## src/rtl/iirt_pkg.sv

```systemverilog
// Shared widths, formats and reset constants of the order-N transposed direct form II IIR filter.
`timescale 1ns / 1ps

package iirt_pkg;

  localparam int ORDER_DEF = 3;
  localparam int SAMPLE_W  = 16;
  localparam int COEF_W    = 20;
  localparam int DELAY_W   = 40;
  localparam int PROD_W    = SAMPLE_W + COEF_W;
  localparam int ACC_W     = DELAY_W + 1;
  localparam int DIFF_W    = DELAY_W + 2;
  localparam int RND_SHIFT = 16;

  localparam logic signed [COEF_W-1:0]   B0_RESET  = COEF_W'(65536);
  localparam logic signed [DELAY_W-1:0]  DELAY_MAX = {1'b0, {(DELAY_W-1){1'b1}}};
  localparam logic signed [DELAY_W-1:0]  DELAY_MIN = {1'b1, {(DELAY_W-1){1'b0}}};
  localparam logic signed [SAMPLE_W-1:0] SMP_MAX   = {1'b0, {(SAMPLE_W-1){1'b1}}};
  localparam logic signed [SAMPLE_W-1:0] SMP_MIN   = {1'b1, {(SAMPLE_W-1){1'b0}}};
  localparam logic signed [ACC_W-1:0]    RND_HALF  = ACC_W'(32768);

endpackage

```

## src/rtl/iirt_mul.sv

```systemverilog
// Shared registered multiplier: coefficient times sample into a product register.
`timescale 1ns / 1ps

module iirt_mul
  import iirt_pkg::*;
(
  input  logic                      clk,
  input  logic                      en,
  input  logic signed [COEF_W-1:0]  coef,
  input  logic signed [SAMPLE_W-1:0] smp,
  output logic signed [PROD_W-1:0]  prod_r
);

  always_ff @(posedge clk) begin
    if (en) begin
      prod_r <= PROD_W'(coef) * PROD_W'(smp);
    end
  end

endmodule

```

## src/rtl/iir_filter_tdf2_top.sv

```systemverilog
// Top level of the order-N transposed direct form II IIR filter with a shared multiplier.
//
// Use: write the coefficients over cfg_* (index 0..ORDER are b0..bORDER, index ORDER+1..2*ORDER
// are a1..aORDER, all signed Q4.16; higher indexes are ignored); cfg_ready is always high.
// Send Q1.15 samples on in_*; each request yields one Q1.15 result on out_*, with out_tuser set
// when the result was clipped to range.
// Sequence: each sample passes through the accept cycle, the output rounding step and two steps
// per delay tap, all sharing one 20x16 multiplier whose product is registered before it is
// accumulated. in_tready is high only between samples.
// The result waits in a holding register until the output register is free, then is held there
// until taken; the block accepts the next sample while that result waits. If a second result is
// computed before the first is taken, in_tready stays low until the output register frees.
// Reset (rst_n, synchronous, active low) clears the delay line, sets b0 = 1.0 and all other
// coefficients to zero, and empties the output register.
`timescale 1ns / 1ps

module iir_filter_tdf2_top
  import iirt_pkg::*;
#(
  parameter int ORDER = ORDER_DEF
) (
  input  logic                                 clk,
  input  logic                                 rst_n,
  input  logic                                 in_tvalid,
  output logic                                 in_tready,
  input  logic [SAMPLE_W-1:0]                  in_tdata,   // [15:0] sample_in
  output logic                                 out_tvalid,
  input  logic                                 out_tready,
  output logic [SAMPLE_W-1:0]                  out_tdata,  // [15:0] sample_out
  output logic                                 out_tuser,  // [0] saturated
  input  logic                                 cfg_valid,
  output logic                                 cfg_ready,
  input  logic [$clog2(2*ORDER+1)-1:0]         cfg_index,
  input  logic [COEF_W-1:0]                    cfg_data
);

  localparam int NCOEF = 2 * ORDER + 1;
  localparam int CI_W  = $clog2(NCOEF);
  localparam int KW    = $clog2(ORDER + 1);
  localparam int Z1    = (ORDER > 1) ? 1 : 0;
  localparam int SH_W  = ACC_W - RND_SHIFT;

  typedef enum logic [1:0] {S_IDLE, S_Y, S_PB, S_PA} state_t;

  state_t                     state_r;
  logic [KW-1:0]              k_r;
  logic signed [COEF_W-1:0]   coef_r [NCOEF];
  logic signed [DELAY_W-1:0]  z_r [ORDER];
  logic signed [SAMPLE_W-1:0] x_r;
  logic signed [SAMPLE_W-1:0] y_r;
  logic                       ysat_r;
  logic signed [ACC_W-1:0]    acc_r;
  logic                       pend_r;
  logic                       out_valid_r;
  logic [SAMPLE_W-1:0]        out_data_r;
  logic                       out_sat_r;

  logic                       in_acc;
  logic                       last_tap;
  logic [CI_W-1:0]            ci;
  logic signed [SAMPLE_W-1:0] mul_smp;
  logic signed [PROD_W-1:0]   prod;
  logic signed [ACC_W-1:0]    full;
  logic signed [SH_W-1:0]     sh;
  logic signed [SAMPLE_W-1:0] y_new;
  logic                       ysat_new;
  logic signed [DELAY_W-1:0]  zsrc;
  logic signed [DIFF_W-1:0]   diff;
  logic signed [DELAY_W-1:0]  z_new;

  assign in_tready  = (state_r == S_IDLE) && !pend_r;
  assign in_acc     = in_tvalid && in_tready;
  assign cfg_ready  = 1'b1;
  assign out_tvalid = out_valid_r;
  assign out_tdata  = out_data_r;
  assign out_tuser  = out_sat_r;
  assign last_tap   = (k_r == KW'(ORDER));

  always_comb begin
    unique case (state_r)
      S_IDLE: begin
        ci      = '0;
        mul_smp = $signed(in_tdata);
      end
      S_Y: begin
        ci      = CI_W'(1);
        mul_smp = x_r;
      end
      S_PB: begin
        ci      = CI_W'(ORDER) + CI_W'(k_r);
        mul_smp = y_r;
      end
      default: begin
        ci      = CI_W'(k_r) + CI_W'(1);
        mul_smp = x_r;
      end
    endcase
  end

  iirt_mul u_mul (
    .clk    (clk),
    .en     (in_acc || (state_r != S_IDLE)),
    .coef   (coef_r[ci]),
    .smp    (mul_smp),
    .prod_r (prod)
  );

  // output rounding: round half up to Q1.15, then clamp
  always_comb begin
    full = ACC_W'(z_r[0]) + ACC_W'(prod) + RND_HALF;
    sh   = full[ACC_W-1:RND_SHIFT];
    if (sh > SH_W'(SMP_MAX)) begin
      y_new    = SMP_MAX;
      ysat_new = 1'b1;
    end else if (sh < SH_W'(SMP_MIN)) begin
      y_new    = SMP_MIN;
      ysat_new = 1'b1;
    end else begin
      y_new    = sh[SAMPLE_W-1:0];
      ysat_new = 1'b0;
    end
  end

  always_comb begin
    zsrc = last_tap ? '0 : z_r[Z1];
    diff = DIFF_W'(acc_r) - DIFF_W'(prod);
    if (diff > DIFF_W'(DELAY_MAX)) begin
      z_new = DELAY_MAX;
    end else if (diff < DIFF_W'(DELAY_MIN)) begin
      z_new = DELAY_MIN;
    end else begin
      z_new = diff[DELAY_W-1:0];
    end
  end

  always_ff @(posedge clk) begin
    if (!rst_n) begin
      state_r     <= S_IDLE;
      k_r         <= KW'(1);
      pend_r      <= 1'b0;
      out_valid_r <= 1'b0;
      for (int i = 0; i < NCOEF; i++) begin
        coef_r[i] <= (i == 0) ? B0_RESET : '0;
      end
      for (int i = 0; i < ORDER; i++) begin
        z_r[i] <= '0;
      end
    end else begin
      if (cfg_valid && (CI_W'(cfg_index) <= CI_W'(NCOEF - 1))) begin
        coef_r[CI_W'(cfg_index)] <= $signed(cfg_data);
      end

      if (pend_r && (!out_valid_r || out_tready)) begin
        out_valid_r <= 1'b1;
        out_data_r  <= y_r;
        out_sat_r   <= ysat_r;
        pend_r      <= 1'b0;
      end else if (out_tready) begin
        out_valid_r <= 1'b0;
      end

      unique case (state_r)
        S_IDLE: begin
          if (in_acc) begin
            x_r     <= $signed(in_tdata);
            state_r <= S_Y;
          end
        end
        S_Y: begin
          y_r     <= y_new;
          ysat_r  <= ysat_new;
          pend_r  <= 1'b1;
          k_r     <= KW'(1);
          state_r <= S_PB;
        end
        S_PB: begin
          acc_r   <= ACC_W'(zsrc) + ACC_W'(prod);
          state_r <= S_PA;
        end
        default: begin
          // rotate so the next source tap sits at position 1
          for (int i = 0; i < ORDER - 1; i++) begin
            z_r[i] <= z_r[i+1];
          end
          z_r[ORDER-1] <= z_new;
          if (last_tap) begin
            state_r <= S_IDLE;
          end else begin
            k_r     <= k_r + KW'(1);
            state_r <= S_PB;
          end
        end
      endcase
    end
  end

`ifndef ASSERT_OFF
  a_accept_starts: assert property (@(posedge clk) disable iff (!rst_n)
    in_acc |=> (state_r == S_Y))
    else $error("accepted request did not start rounding step");

  a_result_pending: assert property (@(posedge clk) disable iff (!rst_n)
    (state_r == S_Y) |=> pend_r)
    else $error("rounded result not queued for output");

  a_tap_range: assert property (@(posedge clk) disable iff (!rst_n)
    ((state_r == S_PB) || (state_r == S_PA)) |-> ((k_r >= KW'(1)) && (k_r <= KW'(ORDER))))
    else $error("tap counter out of range");

  a_last_tap_done: assert property (@(posedge clk) disable iff (!rst_n)
    ((state_r == S_PA) && last_tap) |=> (state_r == S_IDLE))
    else $error("sequencer did not finish after last tap");

  a_y_hold: assert property (@(posedge clk) disable iff (!rst_n)
    ((state_r == S_PB) || (state_r == S_PA)) |=> $stable(y_r))
    else $error("feedback sample changed during tap updates");
`endif

endmodule
```

## config.mk

```make
export PLATFORM = sky130hd
export DESIGN_NAME = iir_filter_tdf2_top
export DESIGN_NICKNAME = d
export VERILOG_FILES = /design/src/rtl/iirt_pkg.sv /design/src/rtl/iirt_mul.sv /design/src/rtl/iir_filter_tdf2_top.sv
export SDC_FILE = /design/constraint.sdc
export NUM_CORES = 2
export LEC_CHECK = 0
export BUFFER_PORTS_ARGS = -buffer_cell sky130_fd_sc_hd__buf_2
export CAP_MARGIN = 20
export CORE_UTILIZATION = 35
export CTS_CLUSTER_DIAMETER = 200
export DETAILED_ROUTE_END_ITERATION = 10
export PLACE_DENSITY_LB_ADDON = 0.3
export SYNTH_ARGS = -nofsm -noshare
export SYNTH_HDL_FRONTEND = slang
export SYNTH_SLANG_ARGS = --single-unit
```

## constraint.sdc

```tcl
create_clock -name clk -period 12.9 [get_ports clk]
set_clock_uncertainty 0.1 [all_clocks]
set_input_delay 3.225 -clock clk [delete_from_list [all_inputs] [get_ports clk]]
set_output_delay 3.225 -clock clk [all_outputs]
set_load 0.02 [all_outputs]
```

Word level (Yosys, flattened, before mapping):

Memories as Yosys holds them, arrays and structs flattened.
Cells that the tools add are included.

* bits in registers: 133
* bits in latches: 0
* bits in writable memories: 260
* bits in read-only memories: 0
* output and inout port bits: 20
* word-level logic and storage cells: 84
* memories kept: 2

* add/subtract/negate cells: 7
* multipliers: 1
* divide/modulo/power cells: 0
* order comparisons: 5
* equality and inequality tests: 5
* shifts and indexed selects: 0
* mux-type cells: 29
* bitwise logic cells: 4
* reductions and logical operators: 20

Memory list
* coef_r: words 7, bits a word 20, rd ports 1, clocked after memory_dff 0, write ports 7, line iir_filter_tdf2_top.sv:47 `logic signed [COEF_W-1:0] coef_r [NCOEF];`
* z_r: words 3, bits a word 40, rd ports 3, clocked after memory_dff 0, write ports 3, line iir_filter_tdf2_top.sv:48 `logic signed [DELAY_W-1:0] z_r [ORDER];`

Operators with widths (number)
* $mux 40: 6
* $add 40x36->41: 2
* $gt 42x40->1 const B: 1
* $lt 42x40->1 const B: 1
* $sub 41x36->42: 1
* $add 41x17->41 const B: 1
* $mul 20x16->36: 1
* $pmux 16 s2: 1
* $gt 25x16->1 const B: 1
* $lt 25x16->1 const B: 1
* $mux 20: 1
* $reduce_or 20->1: 1
* $mux 16: 1
* $mux 1: 13
* $pmux 3 s3: 1
* $reduce_and 2->1: 4
* $mux 2: 3
* $pmux 2 s3: 1
* $reduce_bool 2->1: 3
* $eq 2x2->1 const B: 2
* $logic_and 1x1->1: 4
* $pmux 2 s2: 1
* $add 2x1->3 const B: 1
* $add 2x2->3 const A: 1
* other kinds (14): 18

Depth between registers and ports, before layout:

* depth in word-level cells: 7
* mapped depth: 34
* mapped depth without buffers: 30

Cells and area by module:

Synthesis repeated with hierarchy kept, for this count alone.

* cell total of the unflattened synthesis: 3200
* area, all modules: 34424.3 um2

By module, submodules not included
* iir_filter_tdf2_top: instances 1, cells each 1858, area each 21505.6 um2
* iirt_mul: instances 1, cells each 1342, area each 12918.6 um2

Worst setup path after synthesis:

OpenSTA, ideal clock, no wires.

* path type: in2reg
* start point: input port in_tdata[6]
* end point: register u_mul.prod_r[35] (data pin)
* setup time: 260 ps
* arrival: 9114 ps
* setup slack: 3426 ps
* cell stages on the path: 22
* path buffers: 1
* cell sequence: a22o_1 -> a21oi_1 -> clkbuf_1 -> or2_2 -> fa_1 -> inv_1 -> fa_1 -> fa_1 -> fa_1 -> fa_1 -> inv_1 -> fa_1 -> inv_1 -> ha_1 -> and2_1 -> a221o_1 -> a21o_1 -> a21oi_1 -> o31a_1 -> o21ai_0 -> a21oi_1 -> xnor2_1

* word-level cells in the longest chain between the ends: 2

RTL lines
* from (decl): line iir_filter_tdf2_top.sv:26 `input logic [SAMPLE_W-1:0] in_tdata,`
* $pmux 16 s2: line iir_filter_tdf2_top.sv:80 `unique case (state_r)`
* $mul 20x16->36: line iirt_mul.sv:16 `prod_r <= PROD_W'(coef) * PROD_W'(smp);`
* to (signal assigned): line iirt_mul.sv:16
* to (decl): line iirt_mul.sv:11 `output logic signed [PROD_W-1:0] prod_r`

Every way passes these cells.
A chain may end at the register's enable or synchronous reset.

Final worst setup path:

* start point: input port in_tdata[5]
* end point: register u_mul.prod_r[34] (data pin)

Same word-level chain as after synthesis.

==> load_flow_metrics.sql <==
INSERT INTO impl_metrics (metric_group, metric, value, unit) VALUES
('outcome', 'run_status', 'finished clean', ''),
('global_route', 'first_global_vias', '24100', ''),
('floorplanning', 'io_pins', '64', ''),
('floorplanning', 'chipHeight', '314', 'um'),
('synth', 'synth_instances', '3232', ''),
('synth', 'yosys.area_share.adder', '28.1', '%'),
('critical_path', 'r2r_slack', '3.65', 'ns'),
('clock_network', 'cts_htree_levels', '2', ''),
('synth', 'synth.lib_cells_used.distinct', '77', ''),
('layout', 'finish.instance_area', '37800', 'sq um'),
('synth', 'synth_async_sr_flop_share', '0', '%'),
('clock_network', 'clock_tree.root_cell', 'clkbuf_16', ''),
('clock_network', 'path_clk_slew', '0.06', 'ns'),
('synth', 'synth-edff-count', '387', ''),
('place', 'place_area', '36100', 'sq um'),
('timing', 'slew-limit-headroom', '20.7', '%'),
('floorplanning', 'core_area', '96700', 'sq um'),
('timing', 'rsz0062_at_grt', 'no', ''),
('critical_path', 'crit_fanout', '13', ''),
('clock_network', 'tritoncts', 'yes', ''),
('detailed_routing', 'route.antenna.remaining_nets', '0', ''),
('synth', 'yosysWarnings', '0', ''),
('clock_network', 'cts-root-to-sink-buffers', '3', ''),
('layout', 'areaGrowthSynthToFinish', '10.7', '%'),
('global_route', 'gr-usage-all-layers', '18.5', '%'),
('place', 'gp_congestion', '0.882', ''),
('critical_path', 'setup.worst_path.end_class', 'flop', ''),
('clock_network', 'number_of_gates_given_a_new_drive_strength_after_cts', '0', ''),
('synth', 'synth_top_flop_cell', 'edfxtp_1', ''),
('job', 'drv.max_cap_violation_count', '0', ''),
('timing', 'final.setup.tns', '0', 'ns'),
('timing', 'period_minus_slack', '9.61', 'ns'),
('timing', 'tightest_slew', '1.19', 'ns'),
('layout', 'nets_final', '3918', ''),
('place', 'port_buffers', '62', ''),
('timing', 'period_share', '74.5', '%'),
('clock_network', 'hold_buffer_count_at_cts', '0', ''),
('timing', 'finalSetupViolations', '0', ''),
('global_route', 'antenna_found_initial', '2', ''),
('global_route', 'grt_max_degree', '79', ''),
('hold_path', 'min_path_type', 'flop to flop', ''),
('detailed_routing', 'routed_wire_length_per_instance', '19.6', 'um'),
('place', 'detailed_place_hpwl', '68000', 'um'),
('detailed_routing', 'detailroute.via_count', '23600', ''),
('layout', 'layout.core_utilization', '39.1', '%'),
('layout', 'layout_commonest_cell', 'inv_1', ''),
('synth', 'synth.area.mux_share', '3.87', '%'),
('synth', 'synth_sequential_area_ratio', '35.6', '%'),
('timing', 'finalMaxSlewViolations', '0', ''),
('detailed_routing', 'drcViolationCount', '0', ''),
('critical_path', 'worstSetupStartpointType', 'input pin', ''),
('detailed_routing', 'viasPerCell', '5.12', ''),
('floorplanning', 'die_w', '314', 'um'),
('clock_network', 'number_of_buffers_created_by_cts', '47', ''),
('critical_path', 'classification_of_the_worst_setup_path', 'input pin to flop', ''),
('clock_network', 'clock_latency_late_sink', '0.63', 'ns'),
('layout', 'final_cell_mix', 'inv_1, edfxtp_1, fa_1', ''),
('critical_path', 'critical_path_required', '13.14', 'ns'),
('detailed_routing', 'drt_pre_antenna_iters', '6', ''),
('global_route', 'total_grt_overflow', '0', ''),
('layout', 'final_layout_size_suffix_gt1_share', '8.96', '%'),
('synth', 'postSynthAreaPerCell', '10.6', 'sq um'),
('synth', 'netlist_area', '34100', 'sq um'),
('timing', 'timing.final.hold_violations', '0', ''),
('floorplanning', 'initial_cell_density_of_the_core', '35.3', '%'),
('detailed_routing', 'wirelength', '90300', 'um'),
('clock_network', 'cts.sink_count', '413', ''),
('synth', 'synthXorXnorAreaFrac', '3.46', '%'),
('floorplanning', 'die-area', '98800', 'sq um'),
('synth', 'main_combinational_cell_family_by_area_after_synthesis', 'adder cells', ''),
('critical_path', 'timing.critical_path.arrival', '9.85', 'ns'),
('timing', 'clock.fmax', '104', 'MHz'),
('synth', 'number_of_synthesized_register_bits', '413', ''),
('synth', 'synth_simple_gate_area_share', '12.4', '%'),
('synth', 'synth-compound-area-share', '9.97', '%'),
('global_route', 'grt_first_pass_wirelength', '141000', 'um'),
('clock_network', 'post_cts_buffers', '0', ''),
('detailed_routing', 'initial_drt_markers', '1796', ''),
('floorplanning', 'placement_rows', '114', '');
final cells by class:
| type | instances | area, sq um |
|---|---|---|
| fillers | 9533 | 58900 |
| multi-input cells | 2239 | 19900 |
| flip-flops and latches | 413 | 12100 |
| inverters | 484 | 1820 |
| well taps | 1276 | 1600 |
| clock buffers | 62 | 1250 |
| repair buffers | 114 | 758 |
| clock inverters | 26 | 297 |
| diodes | 1 | 2.50 |
cell usage after synthesis (3+ instances only):
| cell type | count | share of area (%) |
|---|---|---|
| and2_1 | 39 | 0.71 |
| dfxtp_1 | 26 | 1.5 |
| o2111ai_1 | 5 | 0.13 |
| and3_1 | 101 | 1.9 |
| or3_1 | 5 | 0.092 |
| a41oi_1 | 4 | 0.10 |
| a2111oi_0 | 4 | 0.10 |
| mux4_2 | 40 | 2.6 |
| a2111o_1 | 3 | 0.099 |
| a22o_1 | 16 | 0.41 |
| nor3_1 | 21 | 0.31 |
| inv_1 | 484 | 5.3 |
| nand4_1 | 21 | 0.38 |
| xor2_1 | 46 | 1.2 |
| o21ai_1 | 12 | 0.18 |
| a21oi_1 | 168 | 2.5 |
| xnor2_1 | 87 | 2.2 |
| o31a_1 | 4 | 0.10 |
| nand2_1 | 239 | 2.6 |
| nor2_1 | 310 | 3.4 |
| a31o_2 | 4 | 0.10 |
| o21bai_1 | 23 | 0.51 |
| o22ai_1 | 4 | 0.073 |
| mux2_2 | 17 | 0.56 |
| a211oi_1 | 13 | 0.29 |
| nor2b_1 | 68 | 1.2 |
| mux2i_1 | 23 | 0.67 |
| fa_1 | 321 | 19 |
| o211ai_1 | 11 | 0.24 |
| a21o_1 | 82 | 1.8 |
| edfxtp_1 | 387 | 34 |
| or2_2 | 21 | 0.38 |
| o21ai_0 | 109 | 1.6 |
| o21a_1 | 16 | 0.35 |
| nand3_1 | 36 | 0.53 |
| clkbuf_1 | 107 | 1.2 |
| nand2b_1 | 22 | 0.40 |
| ha_1 | 254 | 9.3 |
| a21boi_0 | 7 | 0.15 |
| buf_1 | 4 | 0.044 |
| o211a_1 | 3 | 0.088 |
| a31oi_1 | 17 | 0.31 |
| nor4_1 | 4 | 0.073 |
| o31ai_1 | 3 | 0.066 |
final timing paths:
kind / start / to / cells after the start
setup / recovery: in_tdata[5] / u_mul.prod_r[34] / 23
hold reg to reg: ysat_r / out_tuser / 0
hold / removal: ysat_r / out_tuser / 0
setup reg to reg: state_r[0] / u_mul.prod_r[34] / 30
metrics by stage:
step | cells | setup WS (ns) | hold WS [ns]
floorplan | 3251 | 3.43 | 0.300
global placement | 4520 | 2.74 | 0.344
detailed placement | 4520 | 2.71 | 0.328
CTS | 4608 | 3.33 | 0.354
global route | 4614 | 2.96 | 0.361
finish | 4615 | 3.29 | 0.341
registers in the layout (all words and copies together) (netlist names):
name          flops
coef_r          160
x_r              16
out_tuser         1
z_r             120
k_r               2
u_mul.prod_r     36
y_r              16
pend_r            1
out_tdata        16
out_tvalid        1
state_r           2
ysat_r            1
acc_r            41
worst max-delay path, cell delays in order:
cell	delay, ns
buf_2	0.11
a22o_1	0.23
a21oi_2	0.65
buf_4	0.30
nor2_1	0.08
fa_1	0.54
inv_1	0.05
fa_1	0.46
fa_1	0.51
inv_1	0.05
fa_1	0.48
fa_1	0.51
inv_1	0.05
fa_1	0.49
inv_1	0.04
ha_1	0.37
nand3_1	0.21
nor3_1	0.28
a21boi_0	0.46
o31a_1	0.26
o21ai_0	0.13
o21ai_0	0.23
xor2_1	0.10
per-layer routing:
metal	vias to the layer above	routed length, um	global-route usage, %	share of wire, %
li1	11000	-	-	-
met1	11900	40600	25.7	45
met2	593	42800	30.6	47
met3	131	4610	2.16	5.1
met4	4	2290	5.07	2.5
met5	-	19	0	0.021
cells by family (layout without fill, tap and decap cells):
logic type / Yosys count / in the layout
flip-flops: 413 / 413
AND/OR/NAND/NOR: 899 / 899
buffers and inverters: 599 / 686
multiplexers: 80 / 80
AO/OA/AOI/OAI: 530 / 530
adder cells (fa/ha/maj): 575 / 575
other: 2 / 22
XOR/XNOR: 134 / 134
Power is left out: the tool's default activity adds up to more than one toggle a clock period on the data nets, which glitch-free logic cannot reach.
